**src/hdl/nlb_pkg.sv**
```systemverilog
package nlb_pkg;

    localparam int FRAC_BITS_DEF = 16;
    localparam int LANES         = 4;
    localparam int WEIGHT_W      = 17;
    localparam int SQRT_STEPS    = 32;
    localparam int LERP_LAT      = 3;

    localparam logic [WEIGHT_W-1:0] WEIGHT_ONE = 17'd65536;
    localparam logic [1:0]          FUNC_ROT   = 2'd2;

    typedef struct packed {
        logic [1:0]         func;
        logic signed [31:0] a_x;
        logic signed [31:0] a_y;
        logic signed [31:0] a_z;
        logic signed [31:0] a_w;
        logic signed [31:0] b_x;
        logic signed [31:0] b_y;
        logic signed [31:0] b_z;
        logic signed [31:0] b_w;
    } t_in;

    typedef struct packed {
        logic signed [31:0] out_x;
        logic signed [31:0] out_y;
        logic signed [31:0] out_z;
        logic signed [31:0] out_w;
        logic               degenerate;
    } t_out;

    typedef struct packed {
        logic                   rot;
        logic                   degen;
        logic [LANES-1:0][31:0] sc;
    } t_side;

endpackage

```
**src/hdl/nlb_lerp_lane.sv**
```systemverilog
module nlb_lerp_lane (
    input  logic                          i_clk,
    input  logic                          i_en,
    input  logic signed [31:0]            i_a,
    input  logic signed [31:0]            i_b,
    input  logic [nlb_pkg::WEIGHT_W-1:0]  i_w,
    output logic signed [31:0]            o_c
);

    logic signed [31:0] r_a1;
    logic signed [32:0] r_d1;
    logic signed [31:0] r_a2;
    logic signed [50:0] r_p2;
    logic signed [31:0] r_c3;
    logic signed [50:0] n_p;
    logic signed [50:0] rnd;
    logic signed [35:0] sum;
    logic signed [31:0] n_c;

    always_comb begin
        n_p = r_d1 * $signed({1'b0, i_w});
        rnd = r_p2 + 51'sd32768;
        sum = 36'(r_a2) + 36'(rnd >>> 16);
        if (sum > 36'sd2147483647) begin
            n_c = 32'sh7fff_ffff;
        end else if (sum < -36'sd2147483648) begin
            n_c = 32'sh8000_0000;
        end else begin
            n_c = sum[31:0];
        end
    end

    always_ff @(posedge i_clk) begin
        if (i_en) begin
            r_a1 <= i_a;
            r_d1 <= 33'(i_b) - 33'(i_a);
            r_a2 <= r_a1;
            r_p2 <= n_p;
            r_c3 <= n_c;
        end
    end

    assign o_c = r_c3;

endmodule

```
**config.mk**
```make
export PLATFORM = sky130hd
export DESIGN_NAME = nlb_lerp_lane
export DESIGN_NICKNAME = d
export VERILOG_FILES = /design/src/hdl/nlb_pkg.sv /design/src/hdl/nlb_lerp_lane.sv
export SDC_FILE = /design/constraint.sdc
export NUM_CORES = 2
export LEC_CHECK = 0
export ABC_AREA = 1
export BUFFER_PORTS_ARGS = -buffer_cell sky130_fd_sc_hd__buf_2
export CAP_MARGIN = 20
export CORE_ASPECT_RATIO = 0.8
export CORE_MARGIN = 5
export CORE_UTILIZATION = 50
export CTS_CLUSTER_DIAMETER = 150
export DETAILED_ROUTE_END_ITERATION = 10
export PLACE_DENSITY = 0.66
export SYNTH_ARGS = -nofsm -noshare
export SYNTH_HDL_FRONTEND = slang
export SYNTH_SLANG_ARGS = --single-unit
```
**constraint.sdc**
```tcl
create_clock -name i_clk -period 19.38 [get_ports i_clk]
set_clock_uncertainty 0.2 [all_clocks]
set_input_delay 2.907 -clock i_clk [delete_from_list [all_inputs] [get_ports i_clk]]
set_output_delay 2.907 -clock i_clk [all_outputs]
set_load 0.03 [all_outputs]
```
---- Yosys cells after proc, flatten, opt, wreduce, memory -nomap -nowiden ----
Cells that the tools add are included.
cells by class
  add/subtract/negate cells ............... 3
  multipliers ............................. 1
  order comparisons ....................... 2
  muxes and demuxes ....................... 1
operator list
  operator                                                         number
  adder 51 x 17 -> 51 bit, second input constant                   1
  multiplier 33 x 18 -> 51 bit                                     1
  adder 32 x 35 -> 36 bit                                          1
  greater-than comparator 36 x 32 -> 1 bit, second input constant  1
  less-than comparator 36 x 32 -> 1 bit, second input constant     1
  subtractor 32 x 32 -> 33 bit                                     1
  two-way mux 32 bit                                               1
word-level totals
  register bits after elaboration ......... 180
  bits of input ports ..................... 83
  output and inout port bits .............. 32

---- Longest topological paths before layout ----
  depth in word-level cells ............... 4
  gate-level depth with buffers ........... 29
  gate-level depth less buffers ........... 27

---- Worst setup path before layout ----
No wires, ideal clock.
  path kind ............................... input -> register
  from .................................... input port i_w[7] (netlist bit)
  to ...................................... register r_p2[50] (data pin)
  library setup time ...................... 0.253 ns
  data arrival time ....................... 8.136 ns
  required time ........................... 18.927 ns
  slack ................................... 10.791 ns
  cell stages on the path ................. 21
  cells stage by stage .................... clkbuf_1 > clkbuf_1 > nand2_1 > fa_1 > inv_1 > fa_1 > fa_1 > inv_1 > fa_1 > fa_1 > fa_1 > inv_1 > ha_1 > inv_1 > nor3_1 > nand2_1 > inv_1 > nand2_1 > or3_1 > nand4_1 > nand2_1
on the way
  longest elaborated chain between the ends .. 1
ends and longest elaborated chain
  element                       line                 RTL
  from (decl)                   nlb_lerp_lane.sv:6   input logic [nlb_pkg::WEIGHT_W-1:0] i_w,
  multiplier 33 x 18 -> 51 bit  nlb_lerp_lane.sv:21  n_p = r_d1 * $signed({1'b0, i_w});
  named net n_p[50]             nlb_lerp_lane.sv:15  logic signed [50:0] n_p;
  to (signal assigned)          nlb_lerp_lane.sv:38  r_p2 <= n_p;
  to (decl)                     nlb_lerp_lane.sv:13  logic signed [50:0] r_p2;
The timed path passes the listed nets, and every way through them passes these cells.
A chain may end at the register's enable or synchronous reset.

---- Final worst setup path ----
  from .................................... input port i_w[3] (netlist bit)
  to ...................................... register r_p2[45] (data pin)
Same word-level chain as after synthesis.

==> results_dict.tcl <==
set metrics [dict create \
    start_util 0.503 \
    fp-row-count 81 \
    vias 23852 \
    die_w_um 286 \
    yosys_most_used_dff "edfxtp_1" \
    core_area_sq_um 60800 \
    drt-initial-drc-count 2143 \
    cts_setup_buffers 0 \
    clk_latency_ns 0.44 \
    routabilityCongestion 0.953 \
    synth_area_sq_um 30600 \
    grt_overflow 0 \
    layout.nets 4637 \
    cp-end-kind "flip-flop" \
    cts_sinks 165 \
    htreeDepth 4 \
    grt_util_all_layers 0.265 \
    ys_warn_count 0 \
    critPathArrivalTime_ns 9.14 \
    path_clk_slew_ns 0.07 \
    worst_slew_margin_rel 0.246 \
    period_needed_ns 9.15 \
    cts_tree "built" \
    viasPerCell 5.15 \
    async_reset_ff_frac 0 \
    final_layout_size_suffix_gt1_frac 0.0437 \
    timing.final.crit_share 0.472 \
    grt_max_degree 92 \
    cts-resized-gates 0 \
    synth-seq-cells 165 \
    max_freq_ghz 0.109 \
    outcome "complete, no violations" \
    synth-edff-count 165 \
    critical_path.startpoint_type "input port" \
    totalWireLength_um 86000 \
    portBuffers 114 \
    cts_buffers 17 \
    die_h_um 231 \
    ant_nets 0 \
    syn_nets 4636 \
    root_buffer "clkbuf_16" \
    cts_hold_buf 0 \
    grt_pass1_vias 24319 \
    yosysSeqAreaShare 0.162 \
    required_ns 19.37 \
    drc 0 \
    synth_cell_type_count 43 \
    wl_per_cell_um 18.6 \
    setup_violations 0 \
    drt_first_pass_iters 5 \
    hold_class "flip-flop to flip-flop" \
    n_antenna_cell 0 \
    grt_pass1_wl_um 137000 \
    hold_viol_final 0 \
    maxCapViolCount 0 \
    area_delta_synth_final_pct 5.41 \
    drv_slew 0 \
    cp_max_fo 33 \
    io-pin-count 115 \
    hpwlAfterDp_um 70500 \
    worst_pin_slew_ns 1.13 \
    grt_setup_unrepaired "no" \
    avgSynthCellArea_sq_um 7.98 \
    crit_type "input port to flip-flop" \
    tns_ns 0 \
    antenna_found_initial 0 \
    die_area_sq_um 66200 \
    cts.path.max_buffers 2 \
    syn_inst 3832 \
]
[synthesized netlist by cell type (all sizes together) (31+ instances only)]
master,instances,area [sq um]
fa,536,10700
ha,185,2310
inv,1056,3960
nand2,1017,3820
a21oi,133,666
nor2,177,669
clkbuf,132,495
o21ai,66,330
nor3,31,160
edfxtp,165,4950
nand3,67,345
xor2,75,657
xnor2,48,420
[cells by family (layout without fill, tap and decap cells)]
logic type | after synthesis | count (layout) | synth area share
XOR/XNOR | 123 | 123 | 0.0353
AND/OR/NAND/NOR | 1353 | 1353 | 0.177
flip-flops | 165 | 165 | 0.162
adder cells (fa/ha/maj) | 721 | 721 | 0.427
AO/OA/AOI/OAI | 276 | 276 | 0.0512
buffers and inverters | 1194 | 1207 | 0.148
[state kept, by name, summed over array words and instances (netlist names)]
| register | flops |
|---|---|
| r_p2 | 36 |
| r_d1 | 33 |
| o_c | 32 |
| r_a1 | 32 |
| r_a2 | 32 |
[worst max-delay path, cell delays in order]
cell     delay [ns]
buf_2          0.68
nand2_1        0.23
inv_1          0.18
fa_1           0.55
fa_1           0.89
fa_1           0.53
fa_1           0.51
fa_1           0.49
inv_1          0.05
fa_1           0.48
inv_1          0.05
ha_1           0.39
nand2_1        0.10
nor2_1         0.17
inv_1          0.10
nor4_1         0.42
nand3_1        0.13
nand3_1        0.17
xor2_1         0.08
[worst paths after layout]
path	start	end	slack, ns	cells past startpoint
setup reg to reg	r_d1[26]	r_p2[39]	12.39	18
hold / removal	r_a1[27]	r_a2[27]	0.22	0
setup / recovery	i_w[3]	r_p2[45]	10.23	19
hold reg to reg	r_a1[27]	r_a2[27]	0.22	0
[layer usage]
layer	vias up	global-route usage	part of all wire
met5	-	0	0
met4	0	0.0456	0.016
met3	87	0.0453	0.079
met2	870	0.398	0.43
met1	11655	0.410	0.48
li1	11240	-	-
[per-stage QoR]
step / hold slack, ns / cell area, sq um / utilization / worst slack, ns / cells
after floorplan: 0.200 / 30600 / - / 10.79 / 3832
after global routing: 0.227 / 32200 / 0.530 / 9.96 / 4633
after detailed placement: 0.205 / 31600 / 0.520 / 9.82 / 4602
final: 0.223 / 32200 / 0.530 / 10.23 / 4633
after CTS: 0.223 / 32200 / 0.530 / 10.26 / 4633
after global placement: 0.202 / 31600 / 0.520 / 9.87 / 4602
[layout by cell type (no fill, tap or decap), types with 13 or more instances in the layout]
master        n
a21oi_1     133
clkbuf_16    17
nand4_1      30
nor3_1       30
xnor2_1      48
nand2_1    1014
nor4_1       13
inv_1      1053
edfxtp_1    165
buf_2       113
nor2_1      175
ha_1        185
nand3_1      65
o21ai_0      61
a21o_1       19
o21bai_1     20
xor2_1       75
fa_1        536
[area by class of cell]
type | instances | area [sq um]
sequential | 165 | 4950
clock inverter | 14 | 164
inverter | 1056 | 3960
tap | 788 | 986
timing repair buffer | 120 | 622
fill | 5808 | 28600
multi-input combinational | 2473 | 21100
clock buffer | 17 | 425
Power is left out: the tool's default activity adds up to more than one toggle a clock period on the data nets, which glitch-free logic cannot reach.
