File: config.mk
export PLATFORM = sky130hd
export DESIGN_NAME = nlb_div_lane
export DESIGN_NICKNAME = d
export VERILOG_FILES = /design/src/hdl/nlb_pkg.sv /design/src/hdl/nlb_div_lane.sv
export SDC_FILE = /design/constraint.sdc
export NUM_CORES = 2
export LEC_CHECK = 0
export BUFFER_PORTS_ARGS = -buffer_cell sky130_fd_sc_hd__buf_2
export CORE_MARGIN = 1.5
export CORE_UTILIZATION = 60
export DETAILED_ROUTE_END_ITERATION = 8
export GPL_TIMING_DRIVEN = 0
export PLACE_DENSITY = 0.8
export SLEW_MARGIN = 20
export SYNTH_ARGS = -nofsm -noshare
export SYNTH_HDL_FRONTEND = slang
export SYNTH_SLANG_ARGS = --single-unit
File: constraint.sdc
create_clock -name i_clk -period 6.3 [get_ports i_clk]
set_input_delay 1.26 -clock i_clk [delete_from_list [all_inputs] [get_ports i_clk]]
set_output_delay 1.26 -clock i_clk [all_outputs]
set_load 0.1 [all_outputs]
File: src/hdl/nlb_pkg.sv
package nlb_pkg;

    localparam int FRAC_BITS_DEF = 16;
    localparam int LANES         = 4;
    localparam int WEIGHT_W      = 17;
    localparam int SQRT_STEPS    = 32;
    localparam int LERP_LAT      = 3;

    localparam logic [WEIGHT_W-1:0] WEIGHT_ONE = 17'd65536;
    localparam logic [1:0]          FUNC_ROT   = 2'd2;

    typedef struct packed {
        logic [1:0]         func;
        logic signed [31:0] a_x;
        logic signed [31:0] a_y;
        logic signed [31:0] a_z;
        logic signed [31:0] a_w;
        logic signed [31:0] b_x;
        logic signed [31:0] b_y;
        logic signed [31:0] b_z;
        logic signed [31:0] b_w;
    } t_in;

    typedef struct packed {
        logic signed [31:0] out_x;
        logic signed [31:0] out_y;
        logic signed [31:0] out_z;
        logic signed [31:0] out_w;
        logic               degenerate;
    } t_out;

    typedef struct packed {
        logic                   rot;
        logic                   degen;
        logic [LANES-1:0][31:0] sc;
    } t_side;

endpackage

File: src/hdl/nlb_div_lane.sv
module nlb_div_lane #(
    parameter int FRAC_BITS = nlb_pkg::FRAC_BITS_DEF
) (
    input  logic                    i_clk,
    input  logic                    i_en,
    input  logic signed [31:0]      i_sc,
    input  logic [31:0]             i_len,
    output logic [FRAC_BITS+1:0]    o_q,
    output logic                    o_neg,
    output logic signed [31:0]      o_val
);

    localparam int QW = FRAC_BITS + 2;
    localparam int NW = FRAC_BITS + 31;

    logic [30:0]        mag;
    logic [NW-1:0]      num;
    logic [31:0]        r_rem0;
    logic [QW-1:0]      r_low0;
    logic [31:0]        r_len0;
    logic               r_neg0;
    logic signed [31:0] r_val0;

    logic [31:0]        r_rem [QW];
    logic [QW-1:0]      r_low [QW];
    logic [QW-1:0]      r_q   [QW];
    logic [31:0]        r_len [QW];
    logic               r_neg [QW];
    logic signed [31:0] r_val [QW];
    logic [31:0]        n_rem [QW];
    logic [QW-1:0]      n_low [QW];
    logic [QW-1:0]      n_q   [QW];
    logic [31:0]        n_len [QW];
    logic               n_neg [QW];
    logic signed [31:0] n_val [QW];

    always_comb begin
        mag = i_sc[31] ? 31'(-i_sc) : 31'(i_sc);
        num = (NW'(mag) << FRAC_BITS) + NW'(i_len >> 1);
    end

    always_comb begin
        logic [31:0]   rem_in;
        logic [QW-1:0] low_in;
        logic [QW-1:0] q_in;
        logic [32:0]   t;
        for (int i = 0; i < QW; i++) begin
            rem_in   = (i == 0) ? r_rem0 : r_rem[(i == 0) ? 0 : i - 1];
            low_in   = (i == 0) ? r_low0 : r_low[(i == 0) ? 0 : i - 1];
            q_in     = (i == 0) ? '0 : r_q[(i == 0) ? 0 : i - 1];
            n_len[i] = (i == 0) ? r_len0 : r_len[(i == 0) ? 0 : i - 1];
            n_neg[i] = (i == 0) ? r_neg0 : r_neg[(i == 0) ? 0 : i - 1];
            n_val[i] = (i == 0) ? r_val0 : r_val[(i == 0) ? 0 : i - 1];
            t = {rem_in, low_in[QW-1]};
            if (t >= {1'b0, n_len[i]}) begin
                n_rem[i] = 32'(t - {1'b0, n_len[i]});
                n_q[i]   = {q_in[QW-2:0], 1'b1};
            end else begin
                n_rem[i] = t[31:0];
                n_q[i]   = {q_in[QW-2:0], 1'b0};
            end
            n_low[i] = low_in << 1;
        end
    end

    always_ff @(posedge i_clk) begin
        if (i_en) begin
            r_rem0 <= 32'(num[NW-1:QW]);
            r_low0 <= num[QW-1:0];
            r_len0 <= i_len;
            r_neg0 <= i_sc[31];
            r_val0 <= i_sc;
            r_rem  <= n_rem;
            r_low  <= n_low;
            r_q    <= n_q;
            r_len  <= n_len;
            r_neg  <= n_neg;
            r_val  <= n_val;
        end
    end

    assign o_q   = r_q[QW-1];
    assign o_neg = r_neg[QW-1];
    assign o_val = r_val[QW-1];

endmodule

# --- After elaboration in Yosys (flattened, before gate mapping) ---
# Cells that the tools add are included.
# Widths: inputs -> output; s select.
totals:
  in_bits: 66
  output_inout_bits: 51
  ff_bits: 2118
  elab_cells: 184
classes:
  order_cmp: 18
  add_sub_neg: 19
  mux: 36
ops:
  columns: ["cell", "n"]
  rows:
  - ["$ge 33x32->1", 17]
  - ["$mux 32", 16]
  - ["$sub 32x32->32", 16]
  - ["$add 47x31->47", 1]
  - ["$ge 30x32->1", 1]
  - ["$sub 30x32->32", 1]
  - ["$mux 31", 1]
  - ["$neg 31->31", 1]
  - ["$mux 30", 1]
  - ["$mux 1", 18]

# --- Logic depth before layout (Yosys ltp) ---
logic_depth:
  word_depth: 3
  mapped_depth: 17

# --- Worst setup path after synthesis ---
# Ideal clock, no wire load.
synth_path:
  path_kind: "input to register"
  startpoint: "input i_sc[31]"
  endpoint: "register r_rem0[28], data pin"
  setup_ns: 0.264
  path_stages: 16
  arrival_time_ns: 4.839
  n_path_buf: 3
  t_required_ns: 6.036
  path_slack_ns: 1.197
  cell_sequence: "clkbuf_1 clkbuf_1 clkbuf_1 o21ai_0 fa_1 a21o_1 a21oi_1 o21bai_1 a2111oi_0 o41ai_1 a41o_1 a21o_1 and2_1 o21a_1 nor4bb_1 xnor2_1"
synth_between:
  elab_chain_len: 2
synth_rtl:
  columns: ["element", "line_no", "rtl"]
  rows:
  - ["start: declaration", "nlb_div_lane.sv:6", "input logic signed [31:0] i_sc,"]
  - ["$mux 31", "nlb_div_lane.sv:38", "mag = i_sc[31] ? 31'(-i_sc) : 31'(i_sc);"]
  - ["$add 47x31->47", "nlb_div_lane.sv:39", "num = (NW'(mag) << FRAC_BITS) + NW'(i_len >> 1);"]
  - ["net num[46]", "nlb_div_lane.sv:17", "logic [NW-1:0] num;"]
  - ["end signal: assignment", "nlb_div_lane.sv:68", "r_rem0 <= 32'(num[NW-1:QW]);"]
  - ["end: declaration", "nlb_div_lane.sv:18", "logic [31:0] r_rem0;"]
# The timed path passes the listed nets, and every way through them passes these cells.
# A chain may end at the register's enable or synchronous reset.

# --- Worst setup path in the final report ---
# Same ends and word-level chain as after synthesis.

==> flow_summary.html <==
<table>
<tr><th>Metric</th><th>Value</th></tr>
<tr><th colspan="2">Outcome</th></tr>
<tr><td>Result of the run</td><td>complete, no violations</td></tr>
<tr><th colspan="2">Routing</th></tr>
<tr><td>DRT Wirelength</td><td>between 200000 and 250000 um</td></tr>
<tr><td>Per-cell routed wire length</td><td>around 21 um</td></tr>
<tr><td>Number of DRC markers after the initial detailed-route iteration</td><td>~5400</td></tr>
<tr><td>First drt pass iteration count</td><td>8</td></tr>
<tr><td>Post-detailed-route DRC marker count</td><td>0</td></tr>
<tr><td>Antenna-violating nets left</td><td>0</td></tr>
<tr><td>Per-cell via count in the routed design</td><td>5.94</td></tr>
<tr><td>Routed via count</td><td>just under 60000</td></tr>
<tr><th colspan="2">Clocking</th></tr>
<tr><td>Number of buffers added for setup after CTS</td><td>0</td></tr>
<tr><td>Clock transition at path regs</td><td>60 ps</td></tr>
<tr><td>Number of CTS-inserted buffers</td><td>between 150 and 200</td></tr>
<tr><td>Cell at the root of the clock tree</td><td>sky130_fd_sc_hd__clkbuf_16</td></tr>
<tr><td>Clock Sink Count</td><td>about 1900</td></tr>
<tr><td>Bufs on Longest Clock Path</td><td>3</td></tr>
<tr><td>Total of hold buffers inserted after clock tree synthesis</td><td>0</td></tr>
<tr><td>Clock latency on the worst-skew pair</td><td>a little under 900 ps</td></tr>
<tr><td>Number of H-tree branching levels</td><td>4</td></tr>
<tr><td>CTS tree</td><td>built</td></tr>
<tr><td># resized after CTS</td><td>0</td></tr>
<tr><th colspan="2">Power and ir drop</th></tr>
<tr><td>Total power divided by cell area</td><td>around 490 nW/um2</td></tr>
<tr><td>Sum of internal, switching and leakage power</td><td>between 50 and 60 mW</td></tr>
<tr><td>Maximum resistive drop on vdd</td><td>approximately 280 uV</td></tr>
<tr><td>Leakage power summed over all cells</td><td>between 40 and 50 nW</td></tr>
<tr><th colspan="2">Global routing</th></tr>
<tr><td>Antenna violations before repair</td><td>3</td></tr>
<tr><td>Total track usage</td><td>between 20% and 30%</td></tr>
<tr><td>Total congestion overflow after global routing</td><td>0</td></tr>
<tr><td>Largest net degree at the start of global routing</td><td>between 150 and 200</td></tr>
<tr><td>Via count of the first global-routing pass</td><td>slightly below 60000</td></tr>
<tr><td>Wire length of the first global-routing pass</td><td>approximately 330000 um</td></tr>
<tr><th colspan="2">Logic synthesis</th></tr>
<tr><td>Async S/R FF share, synth</td><td>0%</td></tr>
<tr><td>Mean instance size in the synthesized netlist</td><td>12.6 um2</td></tr>
<tr><td>Cell Area, Synth</td><td>~94000 um2</td></tr>
<tr><td>Synth warnings</td><td>0</td></tr>
<tr><td>Most area-hungry cell type in the Yosys netlist</td><td>sky130_fd_sc_hd__edfxtp_1</td></tr>
<tr><td>Cells taking the most area after synthesis</td><td>sky130_fd_sc_hd__edfxtp_1 (61%), sky130_fd_sc_hd__ha_1 (7.8%), sky130_fd_sc_hd__o21ai_0 (3.0%)</td></tr>
<tr><td>Count of flip-flops with a built-in enable after synthesis</td><td>between 1500 and 2000</td></tr>
<tr><td>Part of the Yosys area used for sequential elements</td><td>a little over 60%</td></tr>
<tr><td>Synthesized netlist cell count</td><td>7464</td></tr>
<tr><td>Synth Net Count</td><td>approximately 8100</td></tr>
<tr><td>Count of different cell masters after synthesis</td><td>91</td></tr>
<tr><td>Fraction of synthesized cell area taken by the top area cell type</td><td>61.4%</td></tr>
<tr><td>Register bit count reported by yosys</td><td>between 1500 and 2000</td></tr>
<tr><td>Synth Flop Type</td><td>sky130_fd_sc_hd__edfxtp_1</td></tr>
<tr><th colspan="2">STA</th></tr>
<tr><td>Tmin final</td><td>about 5500 ps</td></tr>
<tr><td>Total Negative Setup Slacks</td><td>0 ps</td></tr>
<tr><td>Setup repair after global routing missed its margin</td><td>false</td></tr>
<tr><td>Highest Clock Rate</td><td>182 MHz</td></tr>
<tr><td>Max-Slew Margin vs Limit</td><td>23.9%</td></tr>
<tr><td>Total count of max-transition violations in the final report</td><td>0</td></tr>
<tr><td>Period Utilization, post-route</td><td>~87%</td></tr>
<tr><td>Hold Vio Cnt, Final</td><td>0</td></tr>
<tr><td>Clock skew</td><td>between 90 and 100 ps</td></tr>
<tr><td>Least-Margin Pin Slew</td><td>between 1000 and 1500 ps</td></tr>
<tr><td>Final setup fails</td><td>0</td></tr>
<tr><th colspan="2">Final layout</th></tr>
<tr><td>Area added between synthesis and finish</td><td>10.8%</td></tr>
<tr><td>Fraction of final layout cells with drive strength greater than 1</td><td>about 8%</td></tr>
<tr><td>Area of the multi-input gates</td><td>about 33000 um2</td></tr>
<tr><td>Storage cell area</td><td>slightly below 60000 um2</td></tr>
<tr><td>Net count of the finished layout</td><td>8465</td></tr>
<tr><td>Count of filler cells inserted in the layout</td><td>about 11000</td></tr>
<tr><th colspan="2">Worst setup path</th></tr>
<tr><td>Sort of element at the start of the critical path</td><td>primary input</td></tr>
<tr><td>R2r setup slk</td><td>around 1200 ps</td></tr>
<tr><td>Crit Path Max Fanout</td><td>10</td></tr>
<tr><td>Data arrival at the endpoint of the critical path</td><td>around 6000 ps</td></tr>
<tr><td>Endpoint class of the critical path</td><td>register</td></tr>
<tr><td>Type of the setup path with the least slack</td><td>in2reg</td></tr>
<tr><td>Required time at the worst-slack endpoint</td><td>6840 ps</td></tr>
<tr><th colspan="2">Hold path</th></tr>
<tr><td>Path category of the worst min-delay check</td><td>reg2reg</td></tr>
<tr><th colspan="2">Floorplan</th></tr>
<tr><td>Number of top-level pins</td><td>approximately 120</td></tr>
<tr><td>Die area</td><td>160000 um2</td></tr>
<tr><td>Die outline height</td><td>around 400 um</td></tr>
<tr><td>Die width</td><td>400 um</td></tr>
<tr><td>Core region area</td><td>between 150000 and 200000 um2</td></tr>
<tr><td>Starting density of the core</td><td>about three fifths</td></tr>
<tr><td>Rows</td><td>between 100 and 150</td></tr>
<tr><th colspan="2">Placed design</th></tr>
<tr><td>Sum of net half-perimeters after detailed placement</td><td>153000 um</td></tr>
<tr><td>Count of port buffers added during placement</td><td>116</td></tr>
<tr><td>Global placer's final weighted congestion</td><td>around 1</td></tr>
<tr><th colspan="2">Run</th></tr>
<tr><td>Number of max-cap violations</td><td>0</td></tr>
</table>
[worst max-delay path, cell delays in order]
cell and delay (ps):
sky130_fd_sc_hd__buf_2 200, sky130_fd_sc_hd__clkbuf_1 350, sky130_fd_sc_hd__clkbuf_1 400, sky130_fd_sc_hd__clkbuf_1 430
sky130_fd_sc_hd__o21ai_0 270, sky130_fd_sc_hd__fa_1 490, sky130_fd_sc_hd__a21o_1 200, sky130_fd_sc_hd__a21oi_1 230
sky130_fd_sc_hd__o21bai_1 140, sky130_fd_sc_hd__a2111oi_0 590, sky130_fd_sc_hd__o41ai_1 270, sky130_fd_sc_hd__a41o_1 300
sky130_fd_sc_hd__a21o_1 190, sky130_fd_sc_hd__and2_1 190, sky130_fd_sc_hd__o21a_1 240, sky130_fd_sc_hd__nor4bb_1 160
sky130_fd_sc_hd__xnor2_1 130
[synthesized netlist by cell type (124+ instances only)]
cell,number
sky130_fd_sc_hd__mux2_2,148
sky130_fd_sc_hd__nand2_1,603
sky130_fd_sc_hd__a21o_1,281
sky130_fd_sc_hd__nor2_1,288
sky130_fd_sc_hd__xnor2_1,272
sky130_fd_sc_hd__o21ai_0,559
sky130_fd_sc_hd__a21oi_1,455
sky130_fd_sc_hd__clkbuf_1,124
sky130_fd_sc_hd__ha_1,592
sky130_fd_sc_hd__edfxtp_1,1931
sky130_fd_sc_hd__inv_1,692
sky130_fd_sc_hd__xor2_1,221
[cell usage in the layout (no fill, tap or decap), types with 21 or more instances in the layout]
cell                        instances
sky130_fd_sc_hd__nor2_1           288
sky130_fd_sc_hd__and2_1            21
sky130_fd_sc_hd__a21oi_1          455
sky130_fd_sc_hd__o21bai_1          64
sky130_fd_sc_hd__mux2i_1           21
sky130_fd_sc_hd__bufinv_16         25
sky130_fd_sc_hd__inv_1            692
sky130_fd_sc_hd__nand4_1           85
sky130_fd_sc_hd__xnor2_1          272
sky130_fd_sc_hd__a21o_1           281
sky130_fd_sc_hd__nand3_1           96
sky130_fd_sc_hd__clkinv_1          40
sky130_fd_sc_hd__and3_1            49
sky130_fd_sc_hd__buf_2            137
sky130_fd_sc_hd__nand2_1          603
sky130_fd_sc_hd__clkbuf_16        194
sky130_fd_sc_hd__nor3_1            70
sky130_fd_sc_hd__nor4_1            25
sky130_fd_sc_hd__nand2b_1         108
sky130_fd_sc_hd__o211ai_1          30
sky130_fd_sc_hd__edfxtp_1        1931
sky130_fd_sc_hd__clkbuf_1         154
sky130_fd_sc_hd__or3_1             27
sky130_fd_sc_hd__mux2_2           148
sky130_fd_sc_hd__o21a_1            81
sky130_fd_sc_hd__a211oi_1          40
sky130_fd_sc_hd__xor2_1           221
sky130_fd_sc_hd__a31oi_1           55
sky130_fd_sc_hd__o31ai_1           69
sky130_fd_sc_hd__clkinv_2          36
sky130_fd_sc_hd__ha_1             592
sky130_fd_sc_hd__o31a_1            24
sky130_fd_sc_hd__nor2b_1           95
sky130_fd_sc_hd__o21ai_0          559
[where the power goes]
group / leakage, nW / internal [mW] / switching, mW
sequential: 18.9 / 17.8 / 1.50
clock: 3.19 / 6.76 / 5.10
combinational: 19.4 / 8.05 / 12.0
[registers in the layout, indices dropped and copies added, names as in the netlist]
register,count
n_neg,17
n_val,527
n_len,544
r_len0,16
o_q,18
o_neg,1
r_neg0,1
o_val,31
r_low0,18
r_val0,31
r_q,153
r_low,1
r_rem0,29
r_rem,544
[path summary, 6_finish.rpt]
path,start,end,depth (start not counted)
worst max-delay path,i_sc[31],r_rem0[28],17
worst min-delay path,r_val0[12],n_val[524],0
worst max register to register,r_rem[162],r_rem[128],13
worst min register to register,r_val0[12],n_val[524],0
[layer usage]
layer  share of wire (%)  up-vias  wire length (um)  global-route usage, %
li1                    -    28300                 -                      -
met1                  40    28700             85700                   33.3
met2                  50     1998            108000                   46.9
met3                 5.4      501             11600                   3.88
met4                 4.5        0              9620                   11.7
met5                   0        -                 0                      0
[through the flow]
step           utilization (%)  worst slack, ps  area, um2  hold WS, ps  std cells
2_1_floorplan                -             1200      94400          400       7464
3_3_place_gp              62.4           -25240      97500          400       9638
3_5_place_dp              62.7              202      97900          405       9651
4_1_cts                   66.9             1000     105000          339      10000
5_1_grt                   66.9              506     105000          346      10000
6_report                  66.9              815     105000          354      10000
[final cells by class]
type                            count  area share [%]
Sequential cell                  1931            55.5
Inverter                          692            2.48
Clock buffer                      224            4.75
Clock inverter                    137            1.60
Multi-Input combinational cell   4688            31.7
Buffer                            153           0.601
Tap cell                         2058            2.46
Antenna cell                        1         0.00239
Timing Repair Buffer              129           0.912
[cell families (layout without fill, tap and decap cells)]
group           count (synthesis)  count (layout)  share of synthesized area (%)
flops                        1931            1931                           61.4
compound gates               1867            1867                           12.4
simple gates                 1528            1528                           7.66
buf+inv                       845            1335                           3.42
fa+ha+maj                     610             610                           8.23
xor+xnor                      493             493                           4.58
mux                           190             190                           2.25
other cells                     0               1                              0
(Power assumes the default switching activity.)
